`src/rtl/multilevel_priority_fifo_scheduler_core_macros.svh`:
```
// ----------------------------------------------------------------------------
// Assertion macros for the priority FIFO scheduler
// Concurrent checks sampled on clk, disabled while arst_n is low.
// ----------------------------------------------------------------------------
`ifndef MULTILEVEL_PRIORITY_FIFO_SCHEDULER_CORE_MACROS_SVH
`define MULTILEVEL_PRIORITY_FIFO_SCHEDULER_CORE_MACROS_SVH

// Check that a condition holds at every edge outside reset.
`define MLPFS_ASSERT_ALWAYS(lbl, expr, msg) \
	lbl: assert property (@(posedge clk) disable iff (!arst_n) (expr)) \
		else $error(msg);

// Check that a consequent holds whenever the antecedent holds.
`define MLPFS_ASSERT_IMPLY(lbl, ante, cons, msg) \
	lbl: assert property (@(posedge clk) disable iff (!arst_n) (ante) |-> (cons)) \
		else $error(msg);

`endif

```
`src/rtl/mlpfs_pkg.sv`:
```
// ----------------------------------------------------------------------------
// mlpfs_pkg
// Shared widths, command codes and beat payload types of the scheduler.
// ----------------------------------------------------------------------------
`default_nettype none

package mlpfs_pkg;

	localparam int TASK_ID_W     = 4;
	localparam int BAND_W        = 3;
	localparam int COUNT_W       = 5;
	localparam int NUM_BANDS_DEF = 8;
	localparam int MAX_TASKS_DEF = 16;

	typedef enum logic [1:0] {
		CMD_SPAWN    = 2'd0,
		CMD_YIELD    = 2'd1,
		CMD_EXIT     = 2'd2,
		CMD_SCHEDULE = 2'd3
	} command_t;

	typedef struct packed {
		command_t               command;
		logic [TASK_ID_W-1:0]   task_id;
		logic [BAND_W-1:0]      band;
	} req_t;

	typedef struct packed {
		logic                   running_valid;
		logic [TASK_ID_W-1:0]   running_task;
		logic                   switched;
		logic                   reap_valid;
		logic [TASK_ID_W-1:0]   reap_task;
		logic                   halted;
		logic [COUNT_W-1:0]     runnable_count;
	} rsp_t;

endpackage

`default_nettype wire

```
`src/rtl/mlpfs_stream_if.sv`:
```
// ----------------------------------------------------------------------------
// mlpfs_stream_if
// Valid/ready channel carrying one payload beat per handshake.
// ----------------------------------------------------------------------------
`default_nettype none

interface mlpfs_stream_if #(
	parameter type payload_t = logic
);
	logic     valid;
	logic     ready;
	payload_t payload;

	modport source (output valid, output payload, input ready);
	modport sink   (input valid, input payload, output ready);
endinterface

`default_nettype wire

```
`src/rtl/mlpfs_ram.sv`:
```
// ----------------------------------------------------------------------------
// mlpfs_ram
// Generic single-write, single-read RAM with registered read data.
// ----------------------------------------------------------------------------
`default_nettype none

module mlpfs_ram #(
	parameter int WIDTH = 4,
	parameter int DEPTH = 16
) (
	input  wire logic                     clk,
	input  wire logic                     we,
	input  wire logic [$clog2(DEPTH)-1:0] waddr,
	input  wire logic [WIDTH-1:0]         wdata,
	input  wire logic                     re,
	input  wire logic [$clog2(DEPTH)-1:0] raddr,
	output      logic [WIDTH-1:0]         rdata
);

	logic [WIDTH-1:0] mem_q [DEPTH];

	always_ff @(posedge clk) begin
		if (we) begin
			mem_q[waddr] <= wdata;
		end
		if (re) begin
			rdata <= mem_q[raddr];
		end
	end

endmodule

`default_nettype wire

```
`src/rtl/multilevel_priority_fifo_scheduler_core.sv`:
```
// ----------------------------------------------------------------------------
// multilevel_priority_fifo_scheduler_core
// Multilevel priority round-robin scheduler with one linked FIFO per band.
// ----------------------------------------------------------------------------
// Usage:
//   req carries one command beat (spawn, yield, exit, schedule) with a task
//   id and a band; rsp returns exactly one result beat per command with the
//   running task, switch and reap flags, the halt flag and the runnable count.
//   A small sequencer drives one queue update unit: it appends to a band
//   tail, then picks the highest non-empty band and dequeues its head. The
//   next-link store is a RAM with registered read, so a dequeue that leaves
//   the band non-empty passes through an extra link step to fetch the new head.
//   Each command goes from idle to an execute step; spawn and any command
//   after halt then go to done, while yield/exit/schedule go through a switch
//   step, and the link step when the new head comes from the link RAM.
//   req.ready is high only while the sequencer is idle, so one command is
//   in flight at a time.
//   The result sits in an output register; while rsp stalls the next command
//   is still taken and worked, and the sequencer holds at its last step
//   until the register frees up.
//   Reset clears all queues, the running task, the count and the halt flag.
//   Once halted, every command is ignored and reports the held state.
// ----------------------------------------------------------------------------
`default_nettype none
`include "multilevel_priority_fifo_scheduler_core_macros.svh"

module multilevel_priority_fifo_scheduler_core #(
	parameter int NUM_BANDS = mlpfs_pkg::NUM_BANDS_DEF,
	parameter int MAX_TASKS = mlpfs_pkg::MAX_TASKS_DEF
) (
	input wire logic        clk,
	input wire logic        arst_n,
	mlpfs_stream_if.sink    req,
	mlpfs_stream_if.source  rsp
);

	localparam int TW = $clog2(MAX_TASKS);
	localparam int BW = $clog2(NUM_BANDS);
	localparam int CW = $clog2(MAX_TASKS + 1);

	typedef enum logic [4:0] {
		ST_IDLE   = 5'b00001,
		ST_EXEC   = 5'b00010,
		ST_SWITCH = 5'b00100,
		ST_LINK   = 5'b01000,
		ST_DONE   = 5'b10000
	} state_t;

	state_t state_q;

	// latched command beat
	mlpfs_pkg::command_t                 cmd_q;
	logic [mlpfs_pkg::TASK_ID_W-1:0]     tid_q;
	logic [mlpfs_pkg::BAND_W-1:0]        band_q;

	// queue storage
	logic [TW-1:0]        head_q [NUM_BANDS];
	logic [TW-1:0]        tail_q [NUM_BANDS];
	logic [NUM_BANDS-1:0] nonempty_q;
	logic [MAX_TASKS-1:0] busy_q;

	// processor state
	logic [TW-1:0] cur_task_q;
	logic [BW-1:0] cur_band_q;
	logic          cur_valid_q;
	logic          cur_dead_q;
	logic          reap_pend_valid_q;
	logic [TW-1:0] reap_pend_task_q;
	logic [CW-1:0] count_q;
	logic          halt_q;

	// per-command result flags
	logic          switched_q;
	logic          reaped_q;
	logic [TW-1:0] reap_id_q;
	logic [BW-1:0] pop_band_q;

	logic             rsp_valid_q;
	mlpfs_pkg::rsp_t  rsp_data_q;

	// datapath signals
	logic          in_fire;
	logic [TW-1:0] tid_idx;
	logic [BW-1:0] spawn_band;
	logic          spawn_ok;
	logic          push_en;
	logic [TW-1:0] push_task;
	logic [BW-1:0] push_band;
	logic          pop_found;
	logic [BW-1:0] pop_band;
	logic [TW-1:0] pop_head;
	logic          pop_last;
	logic          link_we;
	logic          link_re;
	logic [TW-1:0] link_rdata;
	logic          out_free;

	assign in_fire  = req.valid && req.ready;
	assign req.ready = (state_q == ST_IDLE);
	assign out_free = !rsp_valid_q || rsp.ready;

	assign rsp.valid   = rsp_valid_q;
	assign rsp.payload = rsp_data_q;

	// spawn decode: range check the slot, saturate the band
	always_comb begin
		tid_idx    = TW'(tid_q);
		spawn_band = (32'(band_q) >= NUM_BANDS) ? BW'(NUM_BANDS - 1) : BW'(band_q);
		spawn_ok   = (cmd_q == mlpfs_pkg::CMD_SPAWN) && (32'(tid_q) < MAX_TASKS)
			&& !busy_q[tid_idx];
	end

	// append request for the execute step
	always_comb begin
		push_en   = 1'b0;
		push_task = tid_idx;
		push_band = spawn_band;
		if (state_q == ST_EXEC && !halt_q) begin
			if (spawn_ok) begin
				push_en = 1'b1;
			end else if (cmd_q == mlpfs_pkg::CMD_YIELD && cur_valid_q) begin
				push_en   = 1'b1;
				push_task = cur_task_q;
				push_band = cur_band_q;
			end
		end
	end

	// highest non-empty band (band 0 wins)
	always_comb begin
		pop_found = 1'b0;
		pop_band  = '0;
		for (int i = NUM_BANDS - 1; i >= 0; i--) begin
			if (nonempty_q[i]) begin
				pop_found = 1'b1;
				pop_band  = BW'(i);
			end
		end
		pop_head = head_q[pop_band];
		pop_last = (pop_head == tail_q[pop_band]);
	end

	assign link_we = push_en && nonempty_q[push_band];
	assign link_re = (state_q == ST_SWITCH) && pop_found && !pop_last;

	mlpfs_ram #(
		.WIDTH (TW),
		.DEPTH (MAX_TASKS)
	) u_link_ram (
		.clk   (clk),
		.we    (link_we),
		.waddr (tail_q[push_band]),
		.wdata (push_task),
		.re    (link_re),
		.raddr (pop_head),
		.rdata (link_rdata)
	);

	// payload registers: command latch, head/tail pointers, result beat
	always_ff @(posedge clk) begin
		if (in_fire) begin
			cmd_q  <= req.payload.command;
			tid_q  <= req.payload.task_id;
			band_q <= req.payload.band;
		end
		if (push_en) begin
			tail_q[push_band] <= push_task;
			if (!nonempty_q[push_band]) begin
				head_q[push_band] <= push_task;
			end
		end
		if (state_q == ST_SWITCH && pop_found && !pop_last) begin
			pop_band_q <= pop_band;
		end
		if (state_q == ST_LINK) begin
			head_q[pop_band_q] <= link_rdata;
		end
		if (state_q == ST_DONE && out_free) begin
			rsp_data_q.running_valid  <= cur_valid_q;
			rsp_data_q.running_task   <= cur_valid_q ?
				mlpfs_pkg::TASK_ID_W'(cur_task_q) : '0;
			rsp_data_q.switched       <= switched_q;
			rsp_data_q.reap_valid     <= reaped_q;
			rsp_data_q.reap_task      <= reaped_q ?
				mlpfs_pkg::TASK_ID_W'(reap_id_q) : '0;
			rsp_data_q.halted         <= halt_q;
			rsp_data_q.runnable_count <= mlpfs_pkg::COUNT_W'(count_q);
		end
	end

	// sequencer and control state
	always_ff @(posedge clk or negedge arst_n) begin
		if (!arst_n) begin
			state_q           <= ST_IDLE;
			nonempty_q        <= '0;
			busy_q            <= '0;
			cur_task_q        <= '0;
			cur_band_q        <= '0;
			cur_valid_q       <= 1'b0;
			cur_dead_q        <= 1'b0;
			reap_pend_valid_q <= 1'b0;
			reap_pend_task_q  <= '0;
			count_q           <= '0;
			halt_q            <= 1'b0;
			switched_q        <= 1'b0;
			reaped_q          <= 1'b0;
			reap_id_q         <= '0;
			rsp_valid_q       <= 1'b0;
		end else begin
			// load a new result beat, or drop the one the sink just took
			if (state_q == ST_DONE && out_free) begin
				rsp_valid_q <= 1'b1;
			end else if (rsp.ready) begin
				rsp_valid_q <= 1'b0;
			end
			if (push_en) begin
				nonempty_q[push_band] <= 1'b1;
			end

			case (state_q)
				ST_IDLE: begin
					if (in_fire) begin
						switched_q <= 1'b0;
						reaped_q   <= 1'b0;
						reap_id_q  <= '0;
						state_q    <= ST_EXEC;
					end
				end

				ST_EXEC: begin
					if (halt_q) begin
						state_q <= ST_DONE;
					end else begin
						case (cmd_q)
							mlpfs_pkg::CMD_SPAWN: begin
								if (spawn_ok) begin
									busy_q[tid_idx] <= 1'b1;
									if (count_q < CW'(MAX_TASKS)) begin
										count_q <= count_q + 1'b1;
									end
								end
								state_q <= ST_DONE;
							end
							mlpfs_pkg::CMD_EXIT: begin
								// mark the running task dead; a switch that picks a new task parks it for reaping
								if (cur_valid_q) begin
									cur_dead_q <= 1'b1;
									if (count_q != '0) begin
										count_q <= count_q - 1'b1;
									end
								end
								state_q <= ST_SWITCH;
							end
							default: begin
								state_q <= ST_SWITCH;
							end
						endcase
					end
				end

				ST_SWITCH: begin
					// free the task parked by the previous switch
					if (reap_pend_valid_q) begin
						busy_q[reap_pend_task_q] <= 1'b0;
						reaped_q                 <= 1'b1;
						reap_id_q                <= reap_pend_task_q;
					end
					// park a dead outgoing task, otherwise clear the parking slot
					if (pop_found && cur_valid_q && cur_dead_q) begin
						reap_pend_valid_q <= 1'b1;
						reap_pend_task_q  <= cur_task_q;
					end else if (reap_pend_valid_q) begin
						reap_pend_valid_q <= 1'b0;
						reap_pend_task_q  <= '0;
					end
					if (pop_found) begin
						cur_task_q  <= pop_head;
						cur_band_q  <= pop_band;
						cur_valid_q <= 1'b1;
						cur_dead_q  <= 1'b0;
						switched_q  <= 1'b1;
						if (pop_last) begin
							nonempty_q[pop_band] <= 1'b0;
							state_q              <= ST_DONE;
						end else begin
							state_q <= ST_LINK;
						end
					end else begin
						// nothing queued: keep a live task, otherwise halt for good
						if (!(cur_valid_q && !cur_dead_q)) begin
							halt_q      <= 1'b1;
							cur_valid_q <= 1'b0;
						end
						state_q <= ST_DONE;
					end
				end

				ST_LINK: begin
					state_q <= ST_DONE;
				end

				ST_DONE: begin
					if (out_free) begin
						state_q <= ST_IDLE;
					end
				end

				default: begin
					state_q <= ST_IDLE;
				end
			endcase
		end
	end

	`MLPFS_ASSERT_IMPLY(a_halt_idle_cpu, halt_q, !cur_valid_q, "halted with a running task")
	`MLPFS_ASSERT_IMPLY(a_reap_not_current, reap_pend_valid_q, cur_valid_q && (reap_pend_task_q != cur_task_q), "parked task collides with running task")
	`MLPFS_ASSERT_IMPLY(a_current_busy, cur_valid_q, busy_q[cur_task_q], "running task slot is free")
	`MLPFS_ASSERT_ALWAYS(a_count_range, count_q <= CW'(MAX_TASKS), "runnable count out of range")

endmodule

`default_nettype wire

```
`src/flat_wrapper.sv`:
```
// flat-port wrapper written by rule: the top's interface ports become plain ports
module multilevel_priority_fifo_scheduler_core_flat import mlpfs_pkg::*;
#(
	parameter int NUM_BANDS = mlpfs_pkg::NUM_BANDS_DEF,
	parameter int MAX_TASKS = mlpfs_pkg::MAX_TASKS_DEF
)
  (clk, arst_n, req_valid, req_payload, req_ready, rsp_valid, rsp_payload, rsp_ready);
  mlpfs_stream_if #(.payload_t(req_t)) req_i ();
  mlpfs_stream_if #(.payload_t(rsp_t)) rsp_i ();
  input wire logic clk;
  input wire logic arst_n;
  input wire logic [$bits(req_i.valid)-1:0] req_valid;
  input wire logic [$bits(req_i.payload)-1:0] req_payload;
  output wire logic [$bits(req_i.ready)-1:0] req_ready;
  output wire logic [$bits(rsp_i.valid)-1:0] rsp_valid;
  output wire logic [$bits(rsp_i.payload)-1:0] rsp_payload;
  input wire logic [$bits(rsp_i.ready)-1:0] rsp_ready;
  assign req_i.valid = req_valid;
  assign req_i.payload = req_payload;
  assign req_ready = req_i.ready;
  assign rsp_valid = rsp_i.valid;
  assign rsp_payload = rsp_i.payload;
  assign rsp_i.ready = rsp_ready;
  multilevel_priority_fifo_scheduler_core #(.NUM_BANDS(NUM_BANDS), .MAX_TASKS(MAX_TASKS)) u_core (.clk(clk), .arst_n(arst_n), .req(req_i), .rsp(rsp_i));
endmodule
```
`config.mk`:
```
export PLATFORM = sky130hd
export DESIGN_NAME = multilevel_priority_fifo_scheduler_core_flat
export DESIGN_NICKNAME = d
export VERILOG_FILES = /design/src/rtl/mlpfs_pkg.sv /design/src/rtl/mlpfs_stream_if.sv /design/src/rtl/mlpfs_ram.sv /design/src/rtl/multilevel_priority_fifo_scheduler_core.sv /design/src/flat_wrapper.sv
export VERILOG_INCLUDE_DIRS = /design/src /design/src/rtl
export SDC_FILE = /design/constraint.sdc
export NUM_CORES = 1
export LEC_CHECK = 0
export BUFFER_PORTS_ARGS = -buffer_cell sky130_fd_sc_hd__buf_2
export CAP_MARGIN = 25
export CORE_MARGIN = 1.5
export CORE_UTILIZATION = 55
export CTS_BUF_LIST = sky130_fd_sc_hd__clkbuf_16
export CTS_CLUSTER_DIAMETER = 150
export DETAILED_ROUTE_END_ITERATION = 12
export HOLD_SLACK_MARGIN = 0.12
export PLACE_DENSITY = 0.7
export SYNTH_ARGS = -nofsm -noshare
export SYNTH_HDL_FRONTEND = slang
export SYNTH_SLANG_ARGS = --single-unit
```
`constraint.sdc`:
```
create_clock -name clk -period 8.1 [get_ports clk]
set_clock_uncertainty 0.2 [all_clocks]
set_input_delay 0.81 -clock clk [delete_from_list [all_inputs] [get_ports clk]]
set_output_delay 0.81 -clock clk [all_outputs]
set_load 0.02 [all_outputs]
```
==> After elaboration in Yosys (flattened, before gate mapping) <==
Memory sizes are Yosys's and may differ from the RTL's. A register that Yosys moved wholly into a read port is not among the register bits.
Index checks and enable logic that the tools add are counted.
{ "op_classes": {"add_sub_neg": 2, "n_lt_le_gt_ge": 9, "n_eq_ne": 22, "mux": 90, "n_bitwise": 9, "reduce_logical": 39} }
{ "op_table": {"columns": ["operator", "n"], "rows": [
  ["two-way mux 16 bit", 4],
  ["two-way mux 5 bit", 10],
  ["two-way mux 1 bit", 39],
  ["two-way mux 3 bit", 12],
  ["two-way mux 4 bit", 8],
  ["two-way mux 8 bit", 4],
  ["one-hot mux 16 bit (2 select lines)", 1],
  ["one-hot mux 5 bit (5 select lines)", 1],
  ["!= test 2 x 1 -> 1 bit (second input constant)", 10],
  ["bitwise AND 16 bit", 1],
  ["NOT 16 bit", 1],
  ["bitwise OR 16 bit", 1],
  ["logical AND 1 bit", 15],
  ["< comparator 4 x 5 -> 1 bit (second input constant)", 2],
  ["one-hot mux 5 bit (2 select lines)", 1],
  ["AND reduction 5 bit", 2],
  ["nonzero test 2 bit", 5],
  ["AND reduction 3 bit", 3],
  ["bitwise AND 8 bit", 1],
  ["demux 1 bit (select 4 bit)", 2],
  [">= comparator 4 x 1 -> 1 bit (second input constant)", 2],
  ["< comparator 3 x 4 -> 1 bit (second input constant)", 2],
  ["!= test 2 bit (second input constant)", 4],
  ["NOT 8 bit", 1],
  ["other kinds (26)", 39]
]} }
{ "word_totals": {"register_bits": 85, "ramBits": 128, "out_inout_bits": 19, "word_cells": 200, "n_memories": 3} }
{ "memory_table": {"columns": ["name", "depth", "word_bits", "read_ports", "rd_clocked_by_memory_dff", "wr", "line_no", "source"], "rows": [
  ["u_core.u_link_ram.mem_q", 16, 4, 1, 1, 1, "mlpfs_ram.sv:20", "logic [WIDTH-1:0] mem_q [DEPTH];"],
  ["u_core.head_q", 8, 4, 1, 0, 1, "multilevel_priority_fifo_scheduler_core.sv:57", "logic [TW-1:0] head_q [NUM_BANDS];"],
  ["u_core.tail_q", 8, 4, 2, 0, 1, "multilevel_priority_fifo_scheduler_core.sv:58", "logic [TW-1:0] tail_q [NUM_BANDS];"]
]} }

==> Logic depth before layout (Yosys ltp) <==
{ "depth": {"ltp_word": 17, "mapped_depth": 15, "ltp_nobuf": 9} }

==> By module <==
Synthesis repeated with hierarchy kept, for this count alone.
{ "hier_totals": {"cells_unflattened": 730, "area_unflattened_um2": 9618.0} }
{ "by_module_without_submodules": {"columns": ["module", "instances", "cells_each", "area_each_um2", "seq_area_each_um2"], "rows": [
  ["multilevel_priority_fifo_scheduler_core", 1, 600, 6911.6, 4195.3],
  ["mlpfs_ram", 1, 130, 2706.3, 2042.0]
]} }

==> Least setup slack after synthesis <==
No wires, ideal clock.
{ "synth_timing": {"path_kind": "reg-to-reg", "start": "register u_core.state_q[4]", "end": "memory u_core.u_link_ram.mem_q[5][0] (enable)", "setup_time_ps": 329, "t_arrival_ps": 3230, "required_time_ps": 7571, "path_slack_ps": 4341, "stages_incl_launch_ff": 10, "n_path_buf": 1, "synth_period_minus_slack_ps": 3759, "path_cell_list": "dfrtp_1 or4_1 nor4_1 buf_2 mux2i_1 nor2_1 a32oi_1 o221ai_1 or3b_1 nor2_1"} }
{ "synth_via": {"elab_chain_cells": 8, "word_cells_on_any_way": 10, "classes_between": "eq/ne: 1; mux: 6; reduce/logical: 2; memory: 1"} }
{ "synth_lines": {"columns": ["element", "line_no", "source"], "rows": [
  ["from (decl)", "multilevel_priority_fifo_scheduler_core.sv:49", "state_t state_q;"],
  ["from (signal assigned)", "multilevel_priority_fifo_scheduler_core.sv:194", "state_q <= ST_IDLE;"],
  ["from (signal assigned)", "multilevel_priority_fifo_scheduler_core.sv:226", "state_q <= ST_EXEC;"],
  ["from (signal assigned)", "multilevel_priority_fifo_scheduler_core.sv:232", "state_q <= ST_DONE;"],
  ["== test 5 x 2 -> 1 bit *", "multilevel_priority_fifo_scheduler_core.sv:118", "if (state_q == ST_EXEC && !halt_q) begin"],
  ["logical AND 1 bit *", "multilevel_priority_fifo_scheduler_core.sv:118", null],
  ["two-way mux 3 bit", "multilevel_priority_fifo_scheduler_core.sv:118", null],
  ["binary-select mux 1 bit (select 3 bit)", "multilevel_priority_fifo_scheduler_core.sv:143", "assign link_we = push_en && nonempty_q[push_band];"],
  ["two-way mux 1 bit (not written as such)", "multilevel_priority_fifo_scheduler_core.sv:143", null],
  ["logical AND 1 bit", "multilevel_priority_fifo_scheduler_core.sv:143", null],
  ["two-way mux 1 bit", "mlpfs_ram.sv:23", "if (we) begin"],
  ["two-way mux 1 bit (not written as such)", "mlpfs_ram.sv:24", "mem_q[waddr] <= wdata;"],
  ["to (decl)", "mlpfs_ram.sv:20", null]
]} }
Every way passes the cells marked *; elsewhere a longest branch is shown, timed or not. The select of a mux whose other input is x is not followed.

==> Worst setup path after layout <==
{ "layout_timing": {"start": "register u_core.nonempty_q[2]", "end": "register u_core.u_link_ram.rdata[2] (read register of u_core.u_link_ram.mem_q) (enable)"} }
{ "layout_via": {"elab_chain_cells": 7, "word_cells_on_any_way": 12, "classes_between": "eq/ne: 1; mux: 6; reduce/logical: 3; memory: 2"} }
{ "layout_lines": {"columns": ["element", "line_no", "source"], "rows": [
  ["from (decl)", "multilevel_priority_fifo_scheduler_core.sv:59", "logic [NUM_BANDS-1:0] nonempty_q;"],
  ["from (signal assigned)", "multilevel_priority_fifo_scheduler_core.sv:195", "nonempty_q <= '0;"],
  ["from (signal, indexed assignment)", "multilevel_priority_fifo_scheduler_core.sv:217", "nonempty_q[push_band] <= 1'b1;"],
  ["from (signal, indexed assignment)", "multilevel_priority_fifo_scheduler_core.sv:283", "nonempty_q[pop_band] <= 1'b0;"],
  ["two-way mux 3 bit (3 in a row)", "multilevel_priority_fifo_scheduler_core.sv:134", "if (nonempty_q[i]) begin"],
  ["memory (8 x 4 bit), on equally long branches", null, null],
  ["== test 4 bit", "multilevel_priority_fifo_scheduler_core.sv:140", "pop_last = (pop_head == tail_q[pop_band]);"],
  ["zero test 1 bit", "multilevel_priority_fifo_scheduler_core.sv:144", "assign link_re = (state_q == ST_SWITCH) && pop_found && !pop_last;"],
  ["logical AND 1 bit *", "multilevel_priority_fifo_scheduler_core.sv:144", null],
  ["via u_core.link_re", "multilevel_priority_fifo_scheduler_core.sv:94", "logic link_re;"],
  ["to (decl)", "mlpfs_ram.sv:17", "output logic [WIDTH-1:0] rdata"]
]} }
The timed path passes the listed nets; every way through them passes the cells marked *.
A chain may end at the register's enable or synchronous reset.

==> metrics.txt <==
Core Footprint=0.0172 sq mm; std cell rows=48; Total GRT Usage=25.6%; flops & latches, synth=217; vias in the first global route=6,482; Post-synth EDFFs=161; CTS root buffer=clkbuf_16; Hold Path Class=input port to asynchronous set/reset pin; initial antenna violation count=0; CTS Buf Count=23; Seq/Total Area, Yosys=64.6%; die area=0.0183 sq mm; largest net degree at the start of global routing=57; post-synth cell types=60; quantity of hold-fixing buffers added after cts=0; minimum clock period=4520 ps; drt wl/cell=22.3 um; TritonCTS clock tree=yes; clock tree buffer depth=3; Diodes inserted=0; grt met3 use=4.19%; Post-DP HPWL=15.9 mm; met1 global-route usage=32.9%; Top FF cell, synth=edfxtp_1; Fillers=1,346; Tcrit/Tclk final=55.8%; clk_lat worst skew=510 ps; Setup crit end kind=register; Final Hold Fails=0; Setup WS post-layout=3580 ps; Die Y=135 um; Slew @ Worst Pin=1030 ps; GR Overflow Total=0; TNS Setup=0 ps; worst vdd ir=0.410 mV; 1st-iter DRT viols=566; DR vias=6,302; CP max FO=34; final std cell area, no fill=0.0107 sq mm; postcts setup bufs=0; P_leak=3.98 nW; met2 Use GR=43.9%; Nets=792; Post-DP Area=0.00999 sq mm; H-tree level count=1; RSZ-0062 raised after global routing=no; Mean Syn Cell Area=13.0 sq um; Hold Slack=238 ps; fmax=221 MHz; DR vias/cell=6.21; DP Worst Slack=3650 ps; kind of critical path=register to register; Routed Antenna Nets=0; Post-Syn Area=0.00965 sq mm; I/O Buffers=31; CP Data Required Time=8040 ps; pwr dens=438 mW/mm^2; Ports=32; final WL=22.6 mm; Max Cap Violations=0; Post-Syn Nets=762; RePlAce Congestion=0.897; clk slew on worst S/H paths=60 ps; yosys warns=0; Startpoint Class=register; first-pass GRT wire length=35.3 mm; Post-Synthesis Cells=745; clk sinks=217; Final setup viols=0; busiest grt layer=met2; ys async rst share=25.8%; initial core utilization=56.0%; Resized Gates After CTS=0; Worst slew margin=31.0%; share of layout cells above drive strength 1=14.6%; Area Overhead vs Synth=10.7%; drt drc=0; Detailed Routing Iterations Pass 1=5; Critical Path AT=4460 ps; Die X=135 um; Slew Viols, Final=0; outcome=finished, final reports clean
[flip-flops by register name (all words and copies together), names as in the netlist, 3 cells and up]
register,flops
u_core.state_q,5
u_core.band_q,3
u_core.u_link_ram.mem_q,64
u_core.cur_band_q,3
u_core.busy_q,16
u_core.nonempty_q,8
u_core.head_q,32
u_core.rsp.payload,17
u_core.tid_idx,4
u_core.u_link_ram.rdata,4
u_core.reap_pend_task_q,4
u_core.pop_band_q,3
u_core.count_q,5
u_core.tail_q,32
u_core.reap_id_q,4
u_core.cur_task_q,4
[path summary, 6_finish.rpt]
path                                                     start                              endpoint  slack [ps]  cells after the start
worst max-delay path            u_core.nonempty_q[2]$_DFF_PN0_  u_core.u_link_ram.rdata[2]$_DFFE_PP_        3580                     11
worst min-delay path                                    arst_n          u_core.busy_q[5]$_DFFE_PN0P_         240                      2
worst max register to register  u_core.nonempty_q[2]$_DFF_PN0_  u_core.u_link_ram.rdata[2]$_DFFE_PP_        3580                     11
worst min register to register   u_core.switched_q$_DFFE_PN0P_      u_core.rsp.payload[11]$_DFFE_PP_         270                      0
max in group asynchronous                               arst_n        u_core.cur_valid_q$_DFFE_PN0P_        6970                      2
min in group clk                 u_core.switched_q$_DFFE_PN0P_      u_core.rsp.payload[11]$_DFFE_PP_         270                      0
[power by group]
group	switching, mW	leakage, nW	total (mW)	internal, mW
clock network	0.412	0.360	0.988	0.577
logic	1.33	1.41	2.17	0.846
registers	0.126	2.21	1.52	1.39
total	1.87	3.98	4.68	2.81
[synth_stat cells, types with 3 or more instances]
library cell  count  area (sq um)
ha_1              3          37.5
or4_1            10          75.1
nor3_1           23           115
a21o_1            3          22.5
a21oi_1          14          70.1
or3_1             7          43.8
xnor2_1           4          35.0
buf_4             4          30.0
nor2_1           54           203
clkbuf_1         21          78.8
edfxtp_1        161          4830
and2_1           10          62.6
a21boi_0          3          22.5
nor4_1            8          50.1
nand3_1          10          50.1
inv_1            10          37.5
buf_2             7          35.0
nand2_1          55           206
dfrtp_1          55          1380
a22o_1            4          35.0
o22ai_1          20           125
o21ai_0          52           260
a31oi_1           7          43.8
mux2i_1          43           430
mux2_2           21           236
buf_6             5          56.3
or2_2             7          43.8
nand3b_1          7          52.6
nor2b_1           4          25.0
nand2b_1         12          75.1
and3_1           26           163
a211oi_1         25           188
xor2_1            5          43.8
mux4_2            6           135
nand4_1           4          25.0
[critical path: stages (launching register included)]
cell      delay [ps]
dfrtp_1          480
nor3_1           210
o21ai_1          250
and2_1           290
inv_1            770
a211oi_1         230
nor4_2           310
buf_4            500
xor2_1           190
nor4_1            70
buf_4            180
nor2_1           460
[area by class of cell]
cell class | count | area, sq um | area share (%)
clock inverter | 16 | 126 | 1.18
clock buffer | 23 | 576 | 5.39
inverter | 10 | 37.5 | 0.351
tap | 225 | 282 | 2.63
multi-input combinational | 480 | 3180 | 29.8
timing repair buffer | 43 | 245 | 2.29
sequential | 217 | 6240 | 58.4
[metal layers]
metal | routed length (um) | share of wire (%)
met3 | 1170 | 5.2
met2 | 11400 | 50
met4 | 827 | 3.7
met5 | 0 | 0
met1 | 9240 | 41
[logic make-up (layout without fill, tap and decap cells)]
kind of cell	count (synthesis)	count (layout)	share of synthesized area (%)
mux	70	70	8.31
fa+ha+maj	4	4	0.596
flops	217	217	64.6
buf+inv	48	92	2.50
compound gates	150	150	9.88
simple gates	247	247	13.3
xor+xnor	9	9	0.817
[placed cells by master, fill, tap and decap left out, drive strengths merged, types with 5 or more instances in the layout]
cell and n:
buf 43, mux2i 43, clkinv 8, edfxtp 161
nand3 10, a211oi 26, nand3b 7, clkbuf 23
and2 10, inv 15, o22ai 20, nand2b 12
or3 7, or4 11, a31oi 7, o21ai 54
dfrtp 55, mux4 6, mux2 21, nor4 9
and3 26, or2 8, xor2 5, nand2 55
nor3 23, a21oi 14, nor2 54
[through the flow]
step	instances	power [mW]	utilization (%)
2_1_floorplan	745	3.25	-
3_3_place_gp	974	3.62	57.9
3_5_place_dp	975	3.68	57.9
4_1_cts	1014	4.68	62.0
5_1_grt	1014	4.94	62.0
6_report	1014	4.68	62.0
Power figures use the tool's default switching activity.
